**config.mk**
```make
export PLATFORM = sky130hd
export DESIGN_NAME = pgl_lane
export DESIGN_NICKNAME = d
export VERILOG_FILES = /design/src/rtl/pgl_pkg.sv /design/src/rtl/pgl_lane.sv
export SDC_FILE = /design/constraint.sdc
export NUM_CORES = 2
export LEC_CHECK = 0
export ABC_AREA = 1
export BUFFER_PORTS_ARGS = -buffer_cell sky130_fd_sc_hd__clkbuf_2
export CAP_MARGIN = 5
export CORE_MARGIN = 1.5
export CORE_UTILIZATION = 65
export DETAILED_ROUTE_END_ITERATION = 8
export PLACE_DENSITY = 0.83
export REMOVE_ABC_BUFFERS = 1
export SKIP_CTS_REPAIR_TIMING = 1
export SYNTH_ARGS = -nofsm -noshare
export SYNTH_HDL_FRONTEND = slang
export SYNTH_SLANG_ARGS = --single-unit
```
**constraint.sdc**
```tcl
create_clock -name i_clk -period 10.9 [get_ports i_clk]
set_input_delay 1.635 -clock i_clk [delete_from_list [all_inputs] [get_ports i_clk]]
set_output_delay 1.635 -clock i_clk [all_outputs]
set_load 0.02 [all_outputs]
```
**src/rtl/pgl_pkg.sv**
```systemverilog
// Shared types, constants and table functions for the pixel Gaussian likelihood block.
// Used by every module in rtl/ except pgl_checker; depends on nothing else.
`default_nettype none

package pgl_pkg;

    localparam int COMP_MAX     = 4;
    localparam int COMPONENTS   = 4;
    localparam int COMP_W       = 16;
    localparam int TERM_W       = 48;
    localparam int SUM_W        = TERM_W + 2;
    localparam int EXP_LIMIT_W  = 33;
    localparam int FRAC_BITS    = 16;
    localparam int ACC_W        = 31;
    localparam int TAB_W        = 30;

    localparam logic [30:0] LOG2E_Q30 = 31'd1549082005;

    localparam int LANE_STAGES  = 3;
    localparam int MERGE_STAGES = 4;
    localparam int EXP_STAGES   = FRAC_BITS;
    localparam int PIPE_DEPTH   = LANE_STAGES + MERGE_STAGES + EXP_STAGES;

    typedef enum logic [2:0] {
        CFG_MEAN    = 3'd0,
        CFG_PREC    = 3'd1,
        CFG_ROWS    = 3'd2,
        CFG_COLS    = 3'd3,
        CFG_ROW_WIN = 3'd4,
        CFG_COL_WIN = 3'd5
    } t_cfg_index;

    typedef logic [TERM_W-1:0] t_term_vec [COMP_MAX];
    typedef logic [TAB_W-1:0]  t_exp_tab  [FRAC_BITS];

    typedef struct packed {
        logic                 zero;
        logic [4:0]           shift_n;
        logic [FRAC_BITS-1:0] frac;
    } t_exp_arg;

    typedef struct packed {
        logic valid;
        logic border;
        logic last;
    } t_side;

    function automatic logic [63:0] isqrt64(input logic [63:0] v);
        logic [63:0] res;
        logic [63:0] one_bit;
        logic [63:0] rem;
        res     = '0;
        rem     = v;
        one_bit = 64'd1 << 62;
        for (int i = 0; i < 32; i++) begin
            if (rem >= res + one_bit) begin
                rem = rem - (res + one_bit);
                res = (res >> 1) + one_bit;
            end else begin
                res = res >> 1;
            end
            one_bit = one_bit >> 2;
        end
        return res;
    endfunction

    // Entry k holds 2^(-2^-(k+1)) in Q0.30, by repeated square roots.
    function automatic t_exp_tab exp_table();
        t_exp_tab    tab;
        logic [63:0] t;
        t = 64'd1 << 29;
        for (int k = 0; k < FRAC_BITS; k++) begin
            t      = isqrt64(t << 30);
            tab[k] = t[TAB_W-1:0];
        end
        return tab;
    endfunction

endpackage

`default_nettype wire

```
**src/rtl/pgl_lane.sv**
```systemverilog
// One component lane: difference from the mean, square, precision weight.
// Three register stages; uses pgl_pkg.
`default_nettype none

module pgl_lane (
    input  wire logic                          i_clk,
    input  wire logic                          i_en,
    input  wire logic [pgl_pkg::COMP_W-1:0]    i_x,
    input  wire logic [pgl_pkg::COMP_W-1:0]    i_mean,
    input  wire logic [pgl_pkg::COMP_W-1:0]    i_prec,
    output logic      [pgl_pkg::TERM_W-1:0]    o_term
);

    logic [pgl_pkg::COMP_W:0]     n_diff;
    logic [pgl_pkg::COMP_W:0]     n_neg;
    logic [pgl_pkg::COMP_W-1:0]   n_abs;
    logic [pgl_pkg::COMP_W-1:0]   r_abs;
    logic [2*pgl_pkg::COMP_W-1:0] r_sq;
    logic [pgl_pkg::TERM_W-1:0]   r_term;

    always_comb begin
        n_diff = {i_x[pgl_pkg::COMP_W-1], i_x} - {i_mean[pgl_pkg::COMP_W-1], i_mean};
        n_neg  = -n_diff;
        n_abs  = n_diff[pgl_pkg::COMP_W] ? n_neg[pgl_pkg::COMP_W-1:0]
                                         : n_diff[pgl_pkg::COMP_W-1:0];
    end

    always_ff @(posedge i_clk) begin
        if (i_en) begin
            r_abs  <= n_abs;
            r_sq   <= {{pgl_pkg::COMP_W{1'b0}}, r_abs} * {{pgl_pkg::COMP_W{1'b0}}, r_abs};
            r_term <= {{pgl_pkg::COMP_W{1'b0}}, r_sq}
                    * {{(2*pgl_pkg::COMP_W){1'b0}}, i_prec};
        end
    end

    assign o_term = r_term;

endmodule

`default_nettype wire

```
# Yosys cells after proc, flatten, opt, wreduce, memory -nomap -nowiden
# Cells that the tools add are included.
# op_classes
addsub,2
n_mux,1
multipliers,2
# ops
cell,count
32-bit by 16-bit multiplier with 48-bit output,1
16-bit by 16-bit multiplier with 32-bit output,1
16-bit by 16-bit subtractor with 17-bit output,1
16-bit 2-to-1 mux,1
16-bit negation,1
# totals
register_bits,96
out_inout_bits,48
inputBits,50
word_cells,8

# Depth between registers and ports, before layout
# logic_depth
depth_word,3
depth_mapped,27
ltp_nobuf,25

# Worst setup path before layout
# No wires, ideal clock.
# synth_path
kind,input port to flip-flop
from,in i_prec[7] (netlist name)
to,"reg r_term (netlist bit o_term[34]), data pin"
t_arrival_ps,6407
path_slack_ps,4241
path_stages,23
path_cell_list,clkbuf_1 -> nand2_1 -> fa_1 -> inv_1 -> fa_1 -> inv_1 -> fa_1 -> inv_1 -> fa_1 -> fa_1 -> inv_1 -> fa_1 -> inv_1 -> ha_1 -> nand2_1 -> nor2_1 -> inv_1 -> nor4_1 -> nand2_1 -> o211ai_1 -> nand2_1 -> nand3_1 -> nand2_1
# synth_between
elab_chain_len,1
# synth_rtl
element,line_no,source
from (decl),pgl_lane.sv:10,"input wire logic [pgl_pkg::COMP_W-1:0] i_prec,"
32-bit by 16-bit multiplier with 48-bit output,pgl_lane.sv:33,"* {{(2*pgl_pkg::COMP_W){1'b0}}, i_prec};"
to (signal assigned),pgl_lane.sv:32,"r_term <= {{pgl_pkg::COMP_W{1'b0}}, r_sq}"
to (decl),pgl_lane.sv:19,logic [pgl_pkg::TERM_W-1:0] r_term;
# No other way between the ends.
# A chain may end at the register's enable or synchronous reset.

# Worst setup path after layout
# Ends and elaborated chain as after synthesis.

==> flow_summary.ini <==
[logic_synthesis]
ys_types = 40
synth_seq_area_share_pct = 9.971
ys_ff_latch = 95
syn_area_sq_um = 28610
synth_top_area_share_pct = 40.30
synth_cells = 3621
synth_area_leaders = fa_1 40%, inv_1 14%, nand2_1 12%, ha_1 10%, edfxtp_1 10%
synth.largest_area_cell = fa_1
synth_warnings = 0
syn_area_per_cell_sq_um = 7.901

[detailed_routing]
dr.pass1.iters = 5
drt_iter0_markers = 1706
avgRoutedWirePerCell_microns = 16.66
viasPerCell = 5.390
routed-via-count = 22580
post-route-drc-count = 0
final_antenna_net_count = 0
routed_wirelength_microns = 69810

[sta]
slew_headroom_pct = 29.63
fin_crit_ps = 7338
fmax_mhz = 136.3
fin_skew_ps = 12.41
finalSetupViolations = 0
worst_pin_slew_ps = 1056
report.final.slew_viol_count = 0
hold_viol = 0
fin_setup_tns_ps = 0
grt_setup_unrepaired = no
post-route-period-util_pct = 67.32

[clock_tree]
clock_sinks = 95
cts_tree = done
clk_pin_slew_ps = 80
htree_num_levels = 3
cts_made_buffers = 9
clk_path_buf_depth = 2
worstSkewPairLatency_ps = 390
cts_root_buf = clkbuf_16

[min_path]
holdCritStartpoint = r_abs[0]$_DFFE_PP_
hold_class = flip-flop to flip-flop

[placement]
dpl.hpwl_microns = 56990
port_buffers = 97
place_congestion = 1.033

[critical_path]
critical-path-top-delay-family = adder cells
cp-startpoint = i_prec[7]
worstSetupStartpointType = input port
timing.rr.start = r_abs[3]$_DFFE_PP_
slowest_stage = clkbuf_2
cp_data_arrival_time_ps = 7490
path_cells = clkbuf_2 -> nand2_1 -> fa_1 -> inv_1 -> fa_1 -> fa_1 -> fa_1 -> fa_1 -> inv_1 -> fa_1 -> inv_1 -> ha_1 -> nand2_1 -> nor2_1 -> nand2_1 -> nor4_1 -> nand2_1 -> o211ai_1 -> nand2_1 -> nand3_1 -> nand2_1
critPathBufInv = 4
cp_slowest_stage_delay_ps = 680
critical_path_required_ps = 11060
crit_type = input port to flip-flop
end_kind = flip-flop
cp_max_fo = 31

[floorplanning]
fp.dieW_microns = 212.8
die_area_sq_um = 45280
io_pins = 98
fp.dieH_microns = 212.8
rows = 76
core_sq_um = 43270
start_util_pct = 66.12

[status]
run_status = finished, final reports clean

[grt]
grt_pass1_wl_microns = 117200
grt_usage_pct = 33.37
globalRouteOverflowTotal = 0
grt_max_degree = 69
antenna_found_initial = 1
first_global_vias = 24370

[final_layout]
syn2layout_area_growth_pct = 3.669
antennaDiodeCount = 0
final_common_cell = inv_1
drive_gt1_share_pct = 4.051
layout_common_cells = 1070 x inv_1, 927 x nand2_1, 576 x fa_1
fin_nets = 4465

[run]
max-cap-violations = 0
==> through the flow <==
stage          setup WS, ps  util (%)  cells  hold WS (ps)  instance area [sq um]
2_1_floorplan          4546         -   3487         751.6                  28100
3_3_place_gp           3336     67.83   4173         672.1                  29350
3_5_place_dp           3227     67.83   4173         676.6                  29350
4_1_cts                3676     68.55   4189         696.1                  29660
5_1_grt                3277     68.55   4189         730.4                  29660
6_report               3562     68.55   4189         690.9                  29660
==> logic make-up (layout without fill, tap and decap cells) <==
group	count (synthesis)	count (layout)	synth area share [%]
buffers and inverters	1211	1188	15.91
AND/OR/NAND/NOR	1198	1198	16.68
adder cells (fa/ha/maj)	816	816	50.80
AO/OA/AOI/OAI	214	214	4.010
flip-flops	95	95	9.971
XOR/XNOR	85	85	2.602
other	2	8	0.02625
==> flip-flops by register name (all words and copies together) (netlist names) <==
name	flops
r_sq	31
r_abs	16
o_term	48
==> cells in the mapped netlist <==
cell type and number:
a211oi_1 1, a21boi_0 1, a21boi_1 1, a21o_1 5
a21oi_1 122, a31oi_1 5, and2_1 4, and3_1 2
buf_6 1, clkbuf_1 139, conb_1 2, edfxtp_1 95
fa_1 576, ha_1 240, inv_1 1070, inv_2 1
nand2_1 927, nand2_2 12, nand2_4 2, nand3_1 71
nand3_2 7, nand3b_1 4, nand4_1 11, nor2_1 135
nor2_2 3, nor3_1 15, nor4_1 2, o2111ai_1 1
o211ai_1 2, o21a_1 6, o21ai_0 56, o21ai_1 5
o21ai_2 1, o21bai_1 5, o221ai_1 1, o31a_1 1
o31ai_1 1, or2_2 3, xnor2_1 30, xor2_1 55
==> final cells by class <==
| class | count | area (sq um) |
|---|---|---|
| Fill cell | 3426 | 13610 |
| Timing Repair Buffer | 101 | 518.0 |
| Clock inverter | 7 | 85.08 |
| Tap cell | 585 | 732.0 |
| Multi-Input combinational cell | 2321 | 21230 |
| Sequential cell | 95 | 2853 |
| Inverter | 1071 | 4020 |
| Clock buffer | 9 | 225.2 |
==> per-layer routing <==
metal | routed length [microns] | global-route usage [%]
met3 | 6587 | 5.766
met1 | 27040 | 42.19
met5 | 0 | 0
met4 | 2847 | 13.77
met2 | 33330 | 57.02
==> worst register-to-register path, delay by kind of cell (launching register included) <==
| kind | cells | cell delay [ps] |
|---|---|---|
| XOR/XNOR | 1 | 150 |
| adder cells (fa/ha/maj) | 7 | 3450 |
| buffers and inverters | 4 | 230 |
| AND/OR/NAND/NOR | 6 | 1270 |
| AO/OA/AOI/OAI | 1 | 120 |
| flip-flops | 1 | 840 |
==> final timing paths <==
check	end	slack, ps	depth (start not counted)
setup / recovery	o_term[34]$_DFFE_PP_	3560	21
hold / removal	r_sq[0]$_DFFE_PP_	690	1
setup reg to reg	r_sq[24]$_DFFE_PP_	4590	19
hold reg to reg	r_sq[0]$_DFFE_PP_	690	1
Power is not shown: default switching activity piles up to over one toggle a cycle in this logic, so the estimate is an artifact.
