$ cat src/rtl/pgl_pkg.sv
// Shared types, constants and table functions for the pixel Gaussian likelihood block.
// Used by every module in rtl/ except pgl_checker; depends on nothing else.
`default_nettype none

package pgl_pkg;

    localparam int COMP_MAX     = 4;
    localparam int COMPONENTS   = 4;
    localparam int COMP_W       = 16;
    localparam int TERM_W       = 48;
    localparam int SUM_W        = TERM_W + 2;
    localparam int EXP_LIMIT_W  = 33;
    localparam int FRAC_BITS    = 16;
    localparam int ACC_W        = 31;
    localparam int TAB_W        = 30;

    localparam logic [30:0] LOG2E_Q30 = 31'd1549082005;

    localparam int LANE_STAGES  = 3;
    localparam int MERGE_STAGES = 4;
    localparam int EXP_STAGES   = FRAC_BITS;
    localparam int PIPE_DEPTH   = LANE_STAGES + MERGE_STAGES + EXP_STAGES;

    typedef enum logic [2:0] {
        CFG_MEAN    = 3'd0,
        CFG_PREC    = 3'd1,
        CFG_ROWS    = 3'd2,
        CFG_COLS    = 3'd3,
        CFG_ROW_WIN = 3'd4,
        CFG_COL_WIN = 3'd5
    } t_cfg_index;

    typedef logic [TERM_W-1:0] t_term_vec [COMP_MAX];
    typedef logic [TAB_W-1:0]  t_exp_tab  [FRAC_BITS];

    typedef struct packed {
        logic                 zero;
        logic [4:0]           shift_n;
        logic [FRAC_BITS-1:0] frac;
    } t_exp_arg;

    typedef struct packed {
        logic valid;
        logic border;
        logic last;
    } t_side;

    function automatic logic [63:0] isqrt64(input logic [63:0] v);
        logic [63:0] res;
        logic [63:0] one_bit;
        logic [63:0] rem;
        res     = '0;
        rem     = v;
        one_bit = 64'd1 << 62;
        for (int i = 0; i < 32; i++) begin
            if (rem >= res + one_bit) begin
                rem = rem - (res + one_bit);
                res = (res >> 1) + one_bit;
            end else begin
                res = res >> 1;
            end
            one_bit = one_bit >> 2;
        end
        return res;
    endfunction

    // Entry k holds 2^(-2^-(k+1)) in Q0.30, by repeated square roots.
    function automatic t_exp_tab exp_table();
        t_exp_tab    tab;
        logic [63:0] t;
        t = 64'd1 << 29;
        for (int k = 0; k < FRAC_BITS; k++) begin
            t      = isqrt64(t << 30);
            tab[k] = t[TAB_W-1:0];
        end
        return tab;
    endfunction

endpackage

`default_nettype wire

$ cat src/rtl/pgl_merge.sv
// Merge stage: sums the lane terms and scales the sum by log2(e).
// Four register stages; emits the base-2 exponent split for pgl_exp; uses pgl_pkg.
`default_nettype none

module pgl_merge (
    input  wire logic                 i_clk,
    input  wire logic                 i_en,
    input  wire pgl_pkg::t_term_vec   i_terms,
    output pgl_pkg::t_exp_arg         o_arg
);

    localparam int LO_W = 17;
    localparam int HI_W = pgl_pkg::EXP_LIMIT_W - LO_W;

    logic [pgl_pkg::TERM_W:0]   r_pair0;
    logic [pgl_pkg::TERM_W:0]   r_pair1;
    logic [pgl_pkg::SUM_W-1:0]  r_sum;
    logic                       r_zero_pp;
    logic [LO_W+30:0]           r_pp_lo;
    logic [HI_W+30:0]           r_pp_hi;
    logic [63:0]                n_prod;
    pgl_pkg::t_exp_arg          r_arg;

    assign n_prod = {16'd0, r_pp_lo} + {r_pp_hi, {LO_W{1'b0}}};

    always_ff @(posedge i_clk) begin
        if (i_en) begin
            r_pair0   <= {1'b0, i_terms[0]} + {1'b0, i_terms[1]};
            r_pair1   <= {1'b0, i_terms[2]} + {1'b0, i_terms[3]};
            r_sum     <= {1'b0, r_pair0} + {1'b0, r_pair1};
            r_zero_pp <= |r_sum[pgl_pkg::SUM_W-1:pgl_pkg::EXP_LIMIT_W];
            r_pp_lo   <= {31'd0, r_sum[LO_W-1:0]} * {{LO_W{1'b0}}, pgl_pkg::LOG2E_Q30};
            r_pp_hi   <= {31'd0, r_sum[pgl_pkg::EXP_LIMIT_W-1:LO_W]}
                       * {{HI_W{1'b0}}, pgl_pkg::LOG2E_Q30};
            r_arg.zero    <= r_zero_pp;
            r_arg.shift_n <= n_prod[63:59];
            r_arg.frac    <= n_prod[58:43];
        end
    end

    assign o_arg = r_arg;

endmodule

`default_nettype wire

$ cat config.mk
export PLATFORM = sky130hd
export DESIGN_NAME = pgl_merge
export DESIGN_NICKNAME = d
export VERILOG_FILES = /design/src/rtl/pgl_pkg.sv /design/src/rtl/pgl_merge.sv
export SDC_FILE = /design/constraint.sdc
export NUM_CORES = 2
export LEC_CHECK = 0
export BUFFER_PORTS_ARGS = -buffer_cell sky130_fd_sc_hd__clkbuf_2
export CAP_MARGIN = 40
export CORE_MARGIN = 5
export CORE_UTILIZATION = 55
export DETAILED_ROUTE_END_ITERATION = 7
export PLACE_DENSITY = 0.74
export SETUP_SLACK_MARGIN = 0.15
export SYNTH_ARGS = -nofsm -noshare
export SYNTH_HDL_FRONTEND = slang
export SYNTH_SLANG_ARGS = --single-unit
$ cat constraint.sdc
create_clock -name i_clk -period 11.31 [get_ports i_clk]
set_input_delay 1.6965 -clock i_clk [delete_from_list [all_inputs] [get_ports i_clk]]
set_output_delay 1.6965 -clock i_clk [all_outputs]
set_load 0.05 [all_outputs]
-- Word level (Yosys, flattened, before mapping)
Cells that the tools add are included.
- $add $sub $neg: 4
- reductions and logical operators: 1
- multiply operators: 2
- operators by type and width (cell ; number):
    $add A48 B48 Y49 ; 2
    $add A48 B64 Y64 ; 1
    $add A49 B49 Y50 ; 1
    $mul A17 B31 Y48 const B ; 1
    $mul A16 B31 Y47 const B ; 1
    $reduce_or A17 Y1 ; 1
- output and inout port bits: 22
- bits of input ports: 194
- word-level logic and storage cells: 16
- flip-flop bits (word level): 266

-- Logic depth before layout (Yosys ltp)
- depth in word-level cells: 1
- gate-level depth with buffers: 24
- mapped depth without buffers: 24

-- Worst setup path before layout
No wires, ideal clock.
- path kind: reg-to-reg
- start point: register r_sum[18] (netlist name)
- end point: register r_pp_hi[45] (data pin)
- data required time: 11.040 ns
- period minus slack after synthesis: 6.395 ns
- cell stages (with the launch flop): 23
- path buffers: 0
- setup slack: 4.915 ns
- data arrival time: 6.125 ns
- setup time: 0.270 ns
- cell sequence: edfxtp_1 > fa_1 > fa_1 > inv_1 > fa_1 > inv_1 > fa_1 > inv_1 > fa_1 > fa_1 > inv_1 > ha_1 > and4_1 > nand2_1 > a2bb2oi_1 > o311a_1 > o2bb2ai_1 > a311o_1 > nand3b_1 > and3b_1 > a2111oi_2 > o41ai_2 > xor2_1
- cells in the longest elaborated chain, start to end: 1
- RTL lines (element ; RTL line ; source):
    start, declared ; pgl_merge.sv:17 ; logic [pgl_pkg::SUM_W-1:0] r_sum;
    start signal, assigned ; pgl_merge.sv:30 ; r_sum <= {1'b0, r_pair0} + {1'b0, r_pair1};
    $mul A16 B31 Y47 ; pgl_merge.sv:34 ; * {{HI_W{1'b0}}, pgl_pkg::LOG2E_Q30};
    end signal, assigned ; pgl_merge.sv:33 ; r_pp_hi <= {31'd0, r_sum[pgl_pkg::EXP_LIMIT_W-1:LO_W]}
    end, declared ; pgl_merge.sv:20 ; logic [HI_W+30:0] r_pp_hi;
No other way between the ends.
A chain may end at the register's enable or synchronous reset.

-- Final worst setup path
Ends and elaborated chain as after synthesis.

==> metrics <==
grt ovf=0; CTS H-tree depth=1; met3 wire len=4.50 mm; Slew headroom=0.493; Layout Skew=between 0.02 and 0.03 ns; cell area after layout=around 0.035 mm^2; Clk Latency, worst-skew pair=between 0.5 and 0.6 ns; final setup TNS=0 ns; worst reg2reg path depth=22; Clock Sinks=249; met2 WL=between 30 and 40 mm; Max Cap Viol=0; Synth Instances=between 3000 and 4000; critical path required time=around 12 ns; DR pass1 iterations=5; RePlAce Congestion=~0.95; Tcrit/Tclk final=0.607; Post-route DRC=0; synth unique cells=73; Final Hold Viols=0; Die Area=between 0.06 and 0.07 mm^2; CP Launch Type=flip-flop; first-pass GRT wire length=around 120 mm; First DRT Iteration DRCs=around 1700; starting density of the core=0.557; Ports=216; Worst Setup End Kind=flip-flop; via/cell ratio=5.54; dpl cells=4140; register-to-register setup slack=~4.4 ns; vias in the first global route=23900; hold depth=0; Period minus WS final=between 6 and 7 ns; CTS Root Cell=clkbuf_16; worst path arrival time=between 7 and 8 ns; Achievable Freq=0.146 GHz; Worst-Margin Slew=about 0.76 ns; most frequent cells in the layout=inv_1 (621), ha_1 (537), fa_1 (331); drt total wl=between 70 and 80 mm; Final ANT Viol Nets=0; Worst Hold Class=reg -> reg; worst r2r src=r_sum[18]; met1 WL=about 34 mm; Post-CTS Repair Setup Buffers=0; Die W=around 250 um; Avg WL per Cell=~18 um; Finished Layout Cells=~4200; Cell Area, Synth=roughly 0.032 mm^2; Setup CP Type=reg -> reg; Hold Path End=o_arg[21]; layout cells sized above 1=0.0836; FF+latch count, synth=249; Area Growth Syn to Fin=9.01%; CTS clock-pin slew for the worst setup and hold paths=approximately 0.060 ns; num rows=88; CTS tree=done; R2R Path End=r_pp_hi[45]; HP Start=r_zero_pp; Clock Path Buffers=3; FFs w/ async S/R, synth=0; commonest non-fill, non-tap cell in the layout=inv_1; synth warn=0; unrepaired setup endpoints after global routing=false; Setup Viol. Count Final=0; outcome=completed; global-route usage over all layers=0.235; diodes inserted=0; largest net degree at the start of global routing=96; area post-placement=0.0342 mm^2; Crit Path Max Fanout=7; post-cts repair resize count=0; syn_area_per_cell=10.1 um^2; initial antenna violation count=0; I/O Buffers=~220; Mapped Nets=roughly 4300; Pins Over Slew Limit=0; Chip Height=around 250 um; post-synthesis sequential area ratio=0.232; CTS Buf Count=28; DP HPWL=64.1 mm; via count=around 23000; final net count=approximately 4500; Core ar.=0.0578 mm^2; CTS Hold Bufs=0; top layer in use=met4; EDFF count, synth=approximately 250; ys flop type=edfxtp_1
-- routing by layer --
metal  track usage  up-vias
met1         0.333    11000
met2         0.385      701
li1              -    11400
met4        0.0603        0
met3        0.0313      137
met5             0        -
-- cell type report --
type,instances,area (um^2)
inverters,621,2330
multi-input cells,2285,22300
flip-flops and latches,249,7480
well taps,765,957
fillers,4802,22700
repair buffers,220,1160
clock inverters,16,189
clock buffers,31,733
-- logic make-up (layout without fill, tap and decap cells) --
| family | after synthesis | after routing | synth area share |
|---|---|---|---|
| adders and majority gates | 868 | 868 | 0.414 |
| AOI/OAI and AO/OA | 679 | 679 | 0.137 |
| DFF | 249 | 249 | 0.232 |
| muxes | 2 | 2 | 0.000622 |
| xor gates and xnor gates | 231 | 231 | 0.0628 |
| buffers and inverters | 657 | 888 | 0.0766 |
| and+or+nand+nor | 505 | 505 | 0.0768 |
-- synthesized netlist by cell type, types with 5 or more instances --
library cell / count / area share
o21ai_0: 101 / 0.016
or2_2: 6 / 0.0012
nor2b_1: 29 / 0.0056
a21o_1: 136 / 0.032
nand3_1: 60 / 0.0093
a211o_1: 6 / 0.0016
nor3_1: 32 / 0.0050
xnor2_1: 146 / 0.040
and4_1: 7 / 0.0019
o22ai_1: 5 / 0.00097
nor2_1: 119 / 0.014
and2_1: 9 / 0.0017
o211ai_1: 10 / 0.0023
edfxtp_1: 249 / 0.23
a41o_1: 5 / 0.0016
a211oi_1: 13 / 0.0030
nand2_1: 137 / 0.016
ha_1: 537 / 0.21
and3_1: 19 / 0.0037
fa_1: 331 / 0.21
nor4_1: 11 / 0.0021
a21oi_1: 239 / 0.037
nand3b_1: 6 / 0.0014
o31ai_1: 13 / 0.0030
nand4_1: 25 / 0.0049
a31oi_1: 31 / 0.0060
o21a_1: 26 / 0.0061
clkbuf_1: 36 / 0.0042
o21bai_1: 26 / 0.0061
nand2b_1: 29 / 0.0056
inv_1: 621 / 0.072
xor2_1: 85 / 0.023
a21boi_0: 6 / 0.0014
-- critical path, cell delays in order, from the launching register on --
cell and delay, ns:
edfxtp_1 0.55, fa_1 0.58, fa_1 0.57, inv_1 0.06, fa_1 0.51, inv_1 0.06, fa_1 0.53, inv_1 0.05
fa_1 0.45, fa_1 0.48, inv_1 0.04, ha_1 0.35, and4_1 0.24, nand2_1 0.10, a2bb2oi_1 0.18, o311a_1 0.21
o2bb2ai_1 0.18, a311o_1 0.25, nand3b_1 0.14, and3b_1 0.23, a2111oi_2 0.55, o41ai_2 0.17, xor2_1 0.16
-- state kept, by name, summed over array words and instances (netlist names) --
signal,count
r_zero_pp,1
r_pair1,49
r_pp_lo,31
r_pair0,49
r_sum,50
r_pp_hi,47
o_arg,22
-- through the flow --
step,hold slack [ns],setup slack [ns],util
2_1_floorplan,0.400,4.92,-
3_3_place_gp,0.407,4.53,0.590
3_5_place_dp,0.421,4.44,0.591
4_1_cts,0.435,4.44,0.607
5_1_grt,0.444,4.11,0.607
6_report,0.431,4.45,0.607
-- how the worst max path moves through the flow --
stage | start | endpoint | cells after the start
after CTS | r_sum[18] | r_pp_hi[45] | 22
after floorplan | r_sum[18] | r_pp_hi[45] | 22
after detailed placement | r_sum[18] | r_pp_hi[45] | 22
after global routing | r_sum[18] | r_pp_hi[45] | 22
after global placement | r_sum[18] | r_pp_hi[45] | 22
final | r_sum[18] | r_pp_hi[45] | 22
Power is left out: the tool's default activity adds up to more than one toggle a clock period on the data nets, which glitch-free logic cannot reach.
